[config.mk]
export PLATFORM = sky130hd
export DESIGN_NAME = tfce_queue
export DESIGN_NICKNAME = d
export VERILOG_FILES = /design/src/tfce_queue.sv
export SDC_FILE = /design/constraint.sdc
export NUM_CORES = 1
export LEC_CHECK = 0
export BUFFER_PORTS_ARGS = -buffer_cell sky130_fd_sc_hd__buf_2
export CORE_MARGIN = 10
export CORE_UTILIZATION = 37
export DETAILED_ROUTE_END_ITERATION = 10
export GPL_TIMING_DRIVEN = 0
export HOLD_SLACK_MARGIN = 0.06
export PLACE_DENSITY_LB_ADDON = 0.25
export SYNTH_ARGS = -nofsm -noshare
export SYNTH_HDL_FRONTEND = slang
export SYNTH_SLANG_ARGS = --single-unit
[constraint.sdc]
create_clock -name clk -period 2.78 [get_ports clk]
set_input_delay 0.139 -clock clk [delete_from_list [all_inputs] [get_ports clk]]
set_output_delay 0.139 -clock clk [all_outputs]
set_load 0.01 [all_outputs]
[src/tfce_queue.sv]
// ----------------------------------------------------------------------------
// tfce_queue
// short command fifo between the front end and the back end
// ----------------------------------------------------------------------------
module tfce_queue #(
    parameter int W     = 19,
    parameter int DEPTH = 4,
    localparam int PW = (DEPTH > 1) ? $clog2(DEPTH) : 1,
    localparam int CW = $clog2(DEPTH + 1)
) (
    input  logic         clk,
    input  logic         rst_n,
    input  logic         push_valid,
    input  logic [W-1:0] push_data,
    output logic         full,
    output logic         pop_valid,
    input  logic         pop_ready,
    output logic [W-1:0] pop_data
);

    logic [W-1:0]  entry_reg [DEPTH];
    logic [PW-1:0] wr_ptr_reg, wr_ptr_next;
    logic [PW-1:0] rd_ptr_reg, rd_ptr_next;
    logic [CW-1:0] count_reg, count_next;
    logic          do_push, do_pop;

    assign full      = (count_reg == CW'(DEPTH));
    assign pop_valid = (count_reg != '0);
    assign pop_data  = entry_reg[rd_ptr_reg];
    assign do_push   = push_valid && !full;
    assign do_pop    = pop_ready && pop_valid;

    always_comb
    begin
        wr_ptr_next = wr_ptr_reg;
        rd_ptr_next = rd_ptr_reg;
        count_next  = count_reg;
        if (do_push)
        begin
            wr_ptr_next = (wr_ptr_reg == PW'(DEPTH - 1)) ? '0 : wr_ptr_reg + 1'b1;
        end
        if (do_pop)
        begin
            rd_ptr_next = (rd_ptr_reg == PW'(DEPTH - 1)) ? '0 : rd_ptr_reg + 1'b1;
        end
        if (do_push && !do_pop)
        begin
            count_next = count_reg + 1'b1;
        end
        else if (do_pop && !do_push)
        begin
            count_next = count_reg - 1'b1;
        end
    end

    always_ff @(posedge clk)
    begin
        if (do_push)
        begin
            entry_reg[wr_ptr_reg] <= push_data;
        end
    end

    always_ff @(posedge clk or negedge rst_n)
    begin
        if (!rst_n)
        begin
            wr_ptr_reg <= '0;
            rd_ptr_reg <= '0;
            count_reg  <= '0;
        end
        else
        begin
            wr_ptr_reg <= wr_ptr_next;
            rd_ptr_reg <= rd_ptr_next;
            count_reg  <= count_next;
        end
    end

    assert property (@(posedge clk) disable iff (!rst_n) count_reg <= CW'(DEPTH))
        else $error("queue fill count beyond depth");

endmodule

==> reports/results.tsv, run 1 <==
metric	value	unit
diodes	0	
endpoint	count_reg[2]	
r2r_end	count_reg[2]	
async_flop_share	8.43	%
maxCapViolations	0	
finalCritPeriodShare	79.0	%
met3_length	236	um
largest_reg_flops	76	
synth_cell_types	20	
tns	0	ns
relSlewSlack	61.7	%
fp-row-count	33	
hold_violations	0	
wl_per_cell	17.9	um
ios	44	
cts_tree	done	
wl	5710	um
synth_edf_count	76	
via_per_inst	4.70	
power_density	1020	nW/um^2
antenna_found_initial	0	
vias	1504	
post_cts_buffers	0	
syn_nets	166	
die_w	113	um
port_buffers	43	
numCtsBuffers	9	
initial_utilization	38.6	%
synth_area	3220	um^2
wl_met1	2280	um
grt_usage	9.31	%
grt_pass1_vias	1796	
top_layer	met4	
ys_top_cells_by_count	edfxtp_1, mux4_2, dfrtp_1, ha_1	
synth_cells	136	
tightestPinTransition	0.575	ns
cts_hold_buffers	20	
setup_viol	0	
syn2layout_area_growth	24.6	%
ctsResizeCount	0	
grt_first_pass_wirelength	9350	um
synth_seq_area_share	76.4	%
final_area	4010	um^2
path_clk_slew	0.08	ns
clock_latency	0.35	ns
wl_met2	3130	um
ff2ff_path_depth	8	
crit_start	count_reg[0]	
crit_arrival	2.46	ns
netlist_top_cells_area	edfxtp_1, mux4_2, dfrtp_1, ha_1, mux2_4	
hp-class	input pin to async pin	
grt_max_degree	20	
nNetsFinal	240	
die_height	113	um
ys_ff_latch	83	
max-vdd-ir-drop	442	uV
endpoint_kind	register	
min_period	2.20	ns
yosys_most_used_dff	edfxtp_1	
first_pass_iters	4	
yosysWarnings	0	
synth_top_area_share	71.0	%
required	3.05	ns
synth.avg_cell_area	23.6	um^2
slew_viol_final	0	
drive_gt1_share	43.7	%
clock.fmax	456	MHz
crit_fanout	4	
skew	0.0111	ns
hpwl	3860	um
r2r_slack	0.58	ns
synth_top_area_cell	edfxtp_1	
design.core.area	8340	um^2
htreeDepth	3	
yosysMostFrequentCell	edfxtp_1	
cts.sink_count	83	
ant_nets	0	
rsz0062_at_grt	no	
r2r_start	count_reg[0]	
gp_congestion	0.679	
p_leak	1.44	nW
clock-root-buffer	clkbuf_8	
worst_setup_path_start_kind	register	
dieArea	12800	um^2
cts_buffer_depth	2	
placed_area	3560	um^2
grt_overflow	0	
drt_iter0_markers	65	
drc	0	
path_class	register to register	
status	completed	
critical path: stages, from the launching register on:
cell and delay (ns):
dfrtp_1 0.47, or3_4 0.44, nand2_4 0.11, ha_1 0.20, inv_1 0.07, fa_1 0.39, xor2_1 0.18, nor2_1 0.11
xor2_1 0.15
per-stage QoR:
step | utilization, % | power (mW) | cells | worst slack, ns | hold WS [ns]
finish | 48.0 | 4.09 | 320 | 0.585 | 0.157
global route | 48.0 | 4.33 | 320 | 0.461 | 0.160
CTS | 48.0 | 4.16 | 320 | 0.573 | 0.146
detailed placement | 42.7 | 3.13 | 284 | 0.598 | -0.00719
global placement | 42.7 | 3.05 | 284 | 0.706 | -0.0191
floorplan | - | 2.67 | 136 | 0.750 | -0.157
cell families after synthesis:
| logic type | Yosys count | share of synthesized area, % |
|---|---|---|
| DFF | 83 | 76.4 |
| muxes | 24 | 15.5 |
| and+or+nand+nor | 11 | 2.84 |
| buffers and inverters | 8 | 1.44 |
| adders and majority gates | 7 | 2.96 |
| xor gates and xnor gates | 3 | 0.817 |
worst min-delay path by stage:
stage | from | end | cells after the start
2_1_floorplan | rst_n | count_reg[0] | 0
3_3_place_gp | rst_n | count_reg[2] | 1
3_5_place_dp | rst_n | count_reg[0] | 1
4_1_cts | rst_n | rd_ptr_reg[0] | 2
5_1_grt | pop_ready | rd_ptr_reg[1] | 3
6_report | rst_n | rd_ptr_reg[0] | 2
per-layer routing:
metal | track usage [%] | up-vias
li1 | - | 699
met1 | 9.60 | 766
met2 | 17.0 | 31
met3 | 3.22 | 8
met4 | 3.38 | 0
met5 | 0 | -
power breakdown:
| part | switching (mW) | leakage (nW) | internal, mW | total, mW |
|---|---|---|---|---|
| clock | 0.425 | 0.117 | 0.600 | 1.03 |
| sequential | 0.118 | 0.778 | 1.66 | 1.78 |
| combinational | 0.640 | 0.546 | 0.647 | 1.29 |
placed cells by master (no fill, tap or decap):
master and n:
bufinv_16 3, dfrtp_1 7, nor2_1 3, ha_1 6, clkinv_4 2, and2_2 4
mux2_2 1, buf_6 1, nand2_4 1, mux4_2 19, clkbuf_1 2, fa_1 1
buf_4 2, or3_4 1, mux2_4 4, dlygate4sd3_1 20, clkinvlp_4 1, edfxtp_1 76
inv_1 3, nor3b_4 1, xor2_1 2, buf_2 44, nor2b_2 1, clkbuf_8 9
xnor2_1 1
final cells by class:
type | instances | area, um^2
Inverter | 3 | 11.3
Buffer | 5 | 35.0
Clock buffer | 10 | 128
Fill cell | 688 | 4340
Multi-Input combinational cell | 45 | 712
Clock inverter | 6 | 115
Tap cell | 105 | 131
Sequential cell | 83 | 2460
Timing Repair Buffer | 63 | 415
No activity file was read; power rests on OpenSTA's default activity.
==> run 2: changes to the inputs <==
ABC_AREA = 1   (was default)
clock period = 2.19 ns   (was 2.78 ns; I/O delays follow)
==> reports/results.tsv, run 2 <==
metric	value	unit	change
cpMaxStageDelayCell	dfrtp_1		unchanged
yosysMostFrequentCell	edfxtp_1		unchanged
relSlewSlack	60.3	%	was 61.7%
drive_gt1_share	27.0	%	was 43.7%
diodes	0		unchanged
cts.sink_count	83		unchanged
grt_max_degree	15		was 20
final_cell_mix	edfxtp_1, nand2_1, inv_1, buf_2, dlygate4sd3_1		was edfxtp_1, buf_2, dlygate4sd3_1, mux4_2, clkbuf_8
rsz0062_at_grt	no		unchanged
worst-path-stages	9		was 8
hpwl	5090	um	was 3860 um
vias	2263		was 1504
syn_nets	311		was 166
antenna_found_initial	0		unchanged
async_flop_share	8.43	%	unchanged
ys_top_cells_by_count	edfxtp_1, nand2_1, inv_1, o211ai_1, o211ai_2		was edfxtp_1, mux4_2, dfrtp_1, ha_1
wl_met2	3880	um	was 3130 um
cp_cell_sequence	inv_2 -> nand3_1 -> nand2_2 -> inv_1 -> ha_1 -> inv_1 -> fa_1 -> nand2_1 -> o21ai_0		was or3_4 -> nand2_4 -> ha_1 -> inv_1 -> fa_1 -> xor2_1 -> nor2_1 -> xor2_1
synth_cell_types	20		unchanged
fin_util	48.4	%	was 48.0%
p_leak	1.90	nW	was 1.44 nW
grt_first_pass_wirelength	12400	um	was 9350 um
p_clk_share	21.6	%	was 25.0%
post_cts_buffers	0		unchanged
synth_top_area_cell	edfxtp_1		unchanged
sw_frac_of_total	35.2	%	was 28.9%
wl_per_cell	15.0	um	was 17.9 um
synth_area	3590	um^2	was 3220 um^2
numCtsBuffers	9		unchanged
clock_latency	0.34	ns	was 0.35 ns
maxCapViolations	0		unchanged
setup_viol	0		unchanged
clock-root-buffer	clkbuf_8		unchanged
dp.cells	457		was 284
comb_power_share	40.1	%	was 31.4%
crit_start	count_reg[0]		unchanged
r2r_start	count_reg[0]		unchanged
synth_cells	281		was 136
fin_cells	495		was 320
drc	0		unchanged
grt_usage	11.0	%	was 9.31%
clock.fmax	518	MHz	was 456 MHz
cts_tree	done		unchanged
cts_buffer_depth	2		unchanged
path_clk_slew	0.08	ns	about the same
endpoint_kind	register		unchanged
synth_edf_count	76		unchanged
design.core.area	9330	um^2	was 8340 um^2
path_class	register to register		unchanged
crit_top_cell	inv_1		was xor2_1
synth.avg_cell_area	12.8	um^2	was 23.6 um^2
power_density	1290	nW/um^2	was 1020 nW/um^2
gp_congestion	0.691		was 0.679
hold_violations	0		unchanged
dp_slack	0.151	ns	was 0.598 ns
drt_iter0_markers	132		was 65
cpPeakStageDelay	0.44	ns	was 0.47 ns
r2r_slack	0.26	ns	was 0.58 ns
skew	0.00729	ns	was 0.0111 ns
nNetsFinal	391		was 240
wl	7450	um	was 5710 um
via_per_inst	4.57		was 4.70
max-vdd-ir-drop	418	uV	was 442 uV
yosys_most_used_dff	edfxtp_1		unchanged
slew_viol_final	0		unchanged
power_frac_seq	38.4	%	was 43.5%
tightestPinTransition	0.595	ns	was 0.575 ns
port_buffers	43		unchanged
ff2ff_path_depth	9		was 8
ant_nets	0		unchanged
min_period	1.93	ns	was 2.20 ns
synth_seq_area_share	68.4	%	was 76.4%
met3_length	399	um	was 236 um
r2r_end	count_reg[1]		was count_reg[2]
p_int	3.76	mW	was 2.91 mW
ys_ff_latch	83		unchanged
die_height	119	um	was 113 um
switchingPower	2.04	mW	was 1.18 mW
required	2.41	ns	was 3.05 ns
largest_reg_flops	76		unchanged
synth_top_area_share	63.6	%	was 71.0%
hold-worst-slack	0.138	ns	was 0.157 ns
netlist_top_cells_area	edfxtp_1, nand2_1, o211ai_2, inv_1, dfrtp_1		was edfxtp_1, mux4_2, dfrtp_1, ha_1, mux2_4
hp-class	input pin to async pin		unchanged
grt_pass1_vias	2431		was 1796
initial_utilization	38.5	%	was 38.6%
top_layer	met4		unchanged
finalCritPeriodShare	88.1	%	was 79.0%
ios	44		unchanged
crit_arrival	2.15	ns	was 2.46 ns
wl_met1	3080	um	was 2280 um
yosysWarnings	0		unchanged
crit_fanout	7		was 4
setup_slack	0.260	ns	was 0.585 ns
status	completed		unchanged
layout.filler_cells	849		was 688
syn2layout_area_growth	25.7	%	was 24.6%
critPathTopFamily	adder cells		was simple AND/OR/NAND/NOR gates
fp-row-count	35		was 33
total_power	5.81	mW	was 4.09 mW
dieArea	14000	um^2	was 12800 um^2
die_w	119	um	was 113 um
critPathBufInv	3		was 1
first_pass_iters	4		unchanged
htreeDepth	3		unchanged
worst_setup_path_start_kind	register		unchanged
layout_commonest_cell	edfxtp_1		unchanged
grt_overflow	0		unchanged
[run 2: cell count changes after synthesis, sizes merged, moves of 3 or more]
cell / before / now
nand2: 1 / 72
inv: 3 / 53
o211ai: 0 / 38
mux4: 19 / 0
buf: 4 / 12
nand3: 0 / 7
mux2: 5 / 0
and2: 4 / 0
nor2: 3 / 6
[run 2: worst max path at each step]
stage	endpoint	slack (ns)
3_3_place_gp	entry_reg[3][17]	-0.61
6_report	count_reg[1]	0.26
3_5_place_dp	count_reg[1]	0.15
2_1_floorplan	entry_reg[0][0]	0.26
5_1_grt	count_reg[2]	0.07
4_1_cts	count_reg[1]	0.16
[run 2: cells by family after synthesis]
family / count (synthesis) / share of synthesized area (%)
flip-flops: 83 / 68.4
buffers and inverters: 65 / 8.64
adder cells (fa/ha/maj): 7 / 2.65
XOR/XNOR: 1 / 0.244
AND/OR/NAND/NOR: 86 / 9.30
AO/OA/AOI/OAI: 39 / 10.7
[run 2: final cells by class]
type	count	area, um^2	area share [%]
multi-input combinational	133	836	18.5
tap	129	161	3.57
sequential	83	2460	54.4
clock buffer	9	124	2.74
clock inverter	7	106	2.36
timing repair buffer	69	520	11.5
inverter	53	201	4.46
buffer	12	109	2.41
[run 2: worst reg2reg max path: stages (launching register included)]
cell     delay, ns
dfrtp_1       0.44
inv_2         0.08
nand3_1       0.16
nand2_2       0.21
inv_1         0.07
ha_1          0.22
inv_1         0.09
fa_1          0.41
nand2_1       0.07
o21ai_0       0.07
[run 2: power groups by stage]
stage	clock, mW	sequential (mW)	combinational [mW]
2_1_floorplan	0	2.25	1.49
3_3_place_gp	0	2.27	2.20
3_5_place_dp	0	2.27	2.35
4_1_cts	1.28	2.23	2.39
5_1_grt	1.34	2.27	2.63
6_report	1.25	2.23	2.33
[run 2: layer usage]
layer	vias up	track usage (%)
li1	1120	-
met1	1084	12.3
met2	52	20.1
met3	7	2.76
met4	0	3.21
met5	-	0
[run 2: timing repair]
item | CTS | global route
hold endpoints to repair | 87 | 0
setup endpoints to repair | 0 | 2
hold buffers | 22 | 0
resized for setup | 0 | 1
[run 2: through the flow]
step | setup TNS [ns] | cell area, um^2
global placement | -41.26 | 3970
finish | 0 | 4520
floorplan | 0 | 3590
detailed placement | 0 | 4060
global route | 0 | 4520
CTS | 0 | 4510
==> run 3: changes to the inputs <==
BUFFER_PORTS_ARGS = -buffer_cell sky130_fd_sc_hd__clkbuf_2   (was -buffer_cell sky130_fd_sc_hd__buf_2)
CTS_BUF_LIST = sky130_fd_sc_hd__clkbuf_16   (was default)
==> reports/results.tsv, run 3 (synthesis results as in run 2) <==
metric	value	unit	change
gp_congestion	0.691		about the same
drive_gt1_share	27.9	%	was 27.0%
clock-root-buffer	clkbuf_16		was clkbuf_8
wl	7540	um	was 7450 um
first_pass_iters	6		was 4
design.core.area	9330	um^2	unchanged
endpoint_kind	register		unchanged
cpPeakStageDelay	0.45	ns	was 0.44 ns
hold-worst-slack	0.157	ns	was 0.138 ns
r2r_start	count_reg[0]		unchanged
fp-row-count	35		unchanged
grt_max_degree	15		unchanged
port_buffers	43		unchanged
cts_buffer_depth	2		unchanged
die_w	119	um	unchanged
critPathTopFamily	adder cells		unchanged
required	2.40	ns	was 2.41 ns
antenna_found_initial	0		unchanged
finalCritPeriodShare	88.4	%	was 88.1%
dieArea	14000	um^2	unchanged
grt_usage	11.2	%	was 11.0%
hpwl	5070	um	was 5090 um
ant_nets	0		unchanged
setup_slack	0.254	ns	was 0.260 ns
tns	0	ns	unchanged
path_clk_slew	0.06	ns	was 0.08 ns
initial_utilization	38.5	%	unchanged
worst_setup_path_start_kind	register		unchanged
power_density	1340	nW/um^2	was 1290 nW/um^2
skew	0.00368	ns	was 0.00729 ns
grt_first_pass_wirelength	12400	um	about the same
cts.sink_count	83		unchanged
setup_viol	0		unchanged
crit_start	count_reg[0]		unchanged
endpoint	count_reg[1]		unchanged
min_period	1.94	ns	was 1.93 ns
clock_latency	0.33	ns	was 0.34 ns
htreeDepth	3		unchanged
cp_cell_sequence	inv_2 -> nand3_1 -> nand2_2 -> inv_1 -> ha_1 -> inv_1 -> fa_1 -> nand2_1 -> o21ai_0		unchanged
total_power	6.15	mW	was 5.81 mW
ff2ff_path_depth	9		unchanged
die_height	119	um	unchanged
rsz0062_at_grt	no		unchanged
hp-class	input pin to async pin		unchanged
ios	44		unchanged
tightestPinTransition	0.570	ns	was 0.595 ns
numCtsBuffers	9		unchanged
cpMaxStageDelayCell	dfrtp_1		unchanged
crit_top_cell	inv_1		unchanged
clock.fmax	516	MHz	was 518 MHz
vias	2249		was 2263
dp_slack	0.153	ns	was 0.151 ns
p_leak	1.94	nW	was 1.90 nW
crit_arrival	2.15	ns	about the same
wl_per_cell	15.2	um	was 15.0 um
grt_overflow	0		unchanged
path_class	register to register		unchanged
slew_viol_final	0		unchanged
nNetsFinal	391		unchanged
largest_reg_flops	76		unchanged
grt_pass1_vias	2413		was 2431
status	completed		unchanged
r2r_slack	0.25	ns	was 0.26 ns
crit_fanout	7		unchanged
final_cell_mix	edfxtp_1, nand2_1, inv_1, clkbuf_2, dlygate4sd3_1		was edfxtp_1, nand2_1, inv_1, buf_2, dlygate4sd3_1
worst-path-stages	9		unchanged
max-vdd-ir-drop	475	uV	was 418 uV
hold_violations	0		unchanged
layout_commonest_cell	edfxtp_1		unchanged
diodes	0		unchanged
syn2layout_area_growth	28.2	%	was 25.7%
via_per_inst	4.54		was 4.57
r2r_end	count_reg[1]		unchanged
drc	0		unchanged
critPathBufInv	3		unchanged
maxCapViolations	0		unchanged
drt_iter0_markers	150		was 132
cts_tree	done		unchanged
relSlewSlack	61.9	%	was 60.3%
==> run 3: cell types whose count changed in the layout (fill, tap and decap cells not counted) <==
cell and change:
buf_2 -43, clkbuf_2 +43, clkbuf_16 +9, clkbuf_8 -9, clkinv_1 -3, clkinvlp_4 +3, bufinv_16 -1, clkinv_2 +1
==> run 3: worst min path at each step <==
stage | startpoint | to | slack (ns)
global placement | rst_n | wr_ptr_reg[0] | -0.04
CTS | rst_n | wr_ptr_reg[1] | 0.16
global route | rst_n | count_reg[0] | 0.18
finish | rst_n | wr_ptr_reg[0] | 0.16
detailed placement | rst_n | wr_ptr_reg[0] | -0.04
floorplan | rst_n | count_reg[0] | -0.19
==> run 3: layout make-up <==
| class | count | area, um^2 |
|---|---|---|
| Tap cell | 129 | 161 |
| Multi-Input combinational cell | 133 | 836 |
| Sequential cell | 83 | 2460 |
| Buffer | 12 | 109 |
| Clock buffer | 9 | 225 |
| Timing Repair Buffer | 69 | 520 |
| Clock inverter | 7 | 92.6 |
| Inverter | 53 | 201 |
| Fill cell | 821 | 4720 |
==> run 3: where the power goes <==
part | total (mW) | switching (mW) | internal (mW)
sequential | 2.23 | 0.133 | 2.10
clock | 1.57 | 0.582 | 0.993
combinational | 2.34 | 1.42 | 0.917
==> run 3: per-stage QoR <==
stage	instances	utilization, %	instance area, um^2
6_report	495	49.3	4600
5_1_grt	495	49.3	4600
4_1_cts	495	49.3	4600
3_5_place_dp	457	43.6	4060
3_3_place_gp	453	42.5	3970
2_1_floorplan	281	-	3590
==> run 3: metal layers <==
metal | global-route usage [%] | vias up | wire (um)
li1 | - | 1118 | -
met3 | 2.86 | 11 | 270
met2 | 19.3 | 40 | 3850
met1 | 12.8 | 1080 | 3250
met5 | 0 | - | 0
met4 | 5.11 | 0 | 167
==> run 3: repair_timing <==
item                                    CTS  global route
hold buffers                             22             0
endpoints found under the setup margin    0             2
hold endpoints to repair                 87             0
buffers inserted                          0             0
resized for setup                         0             1
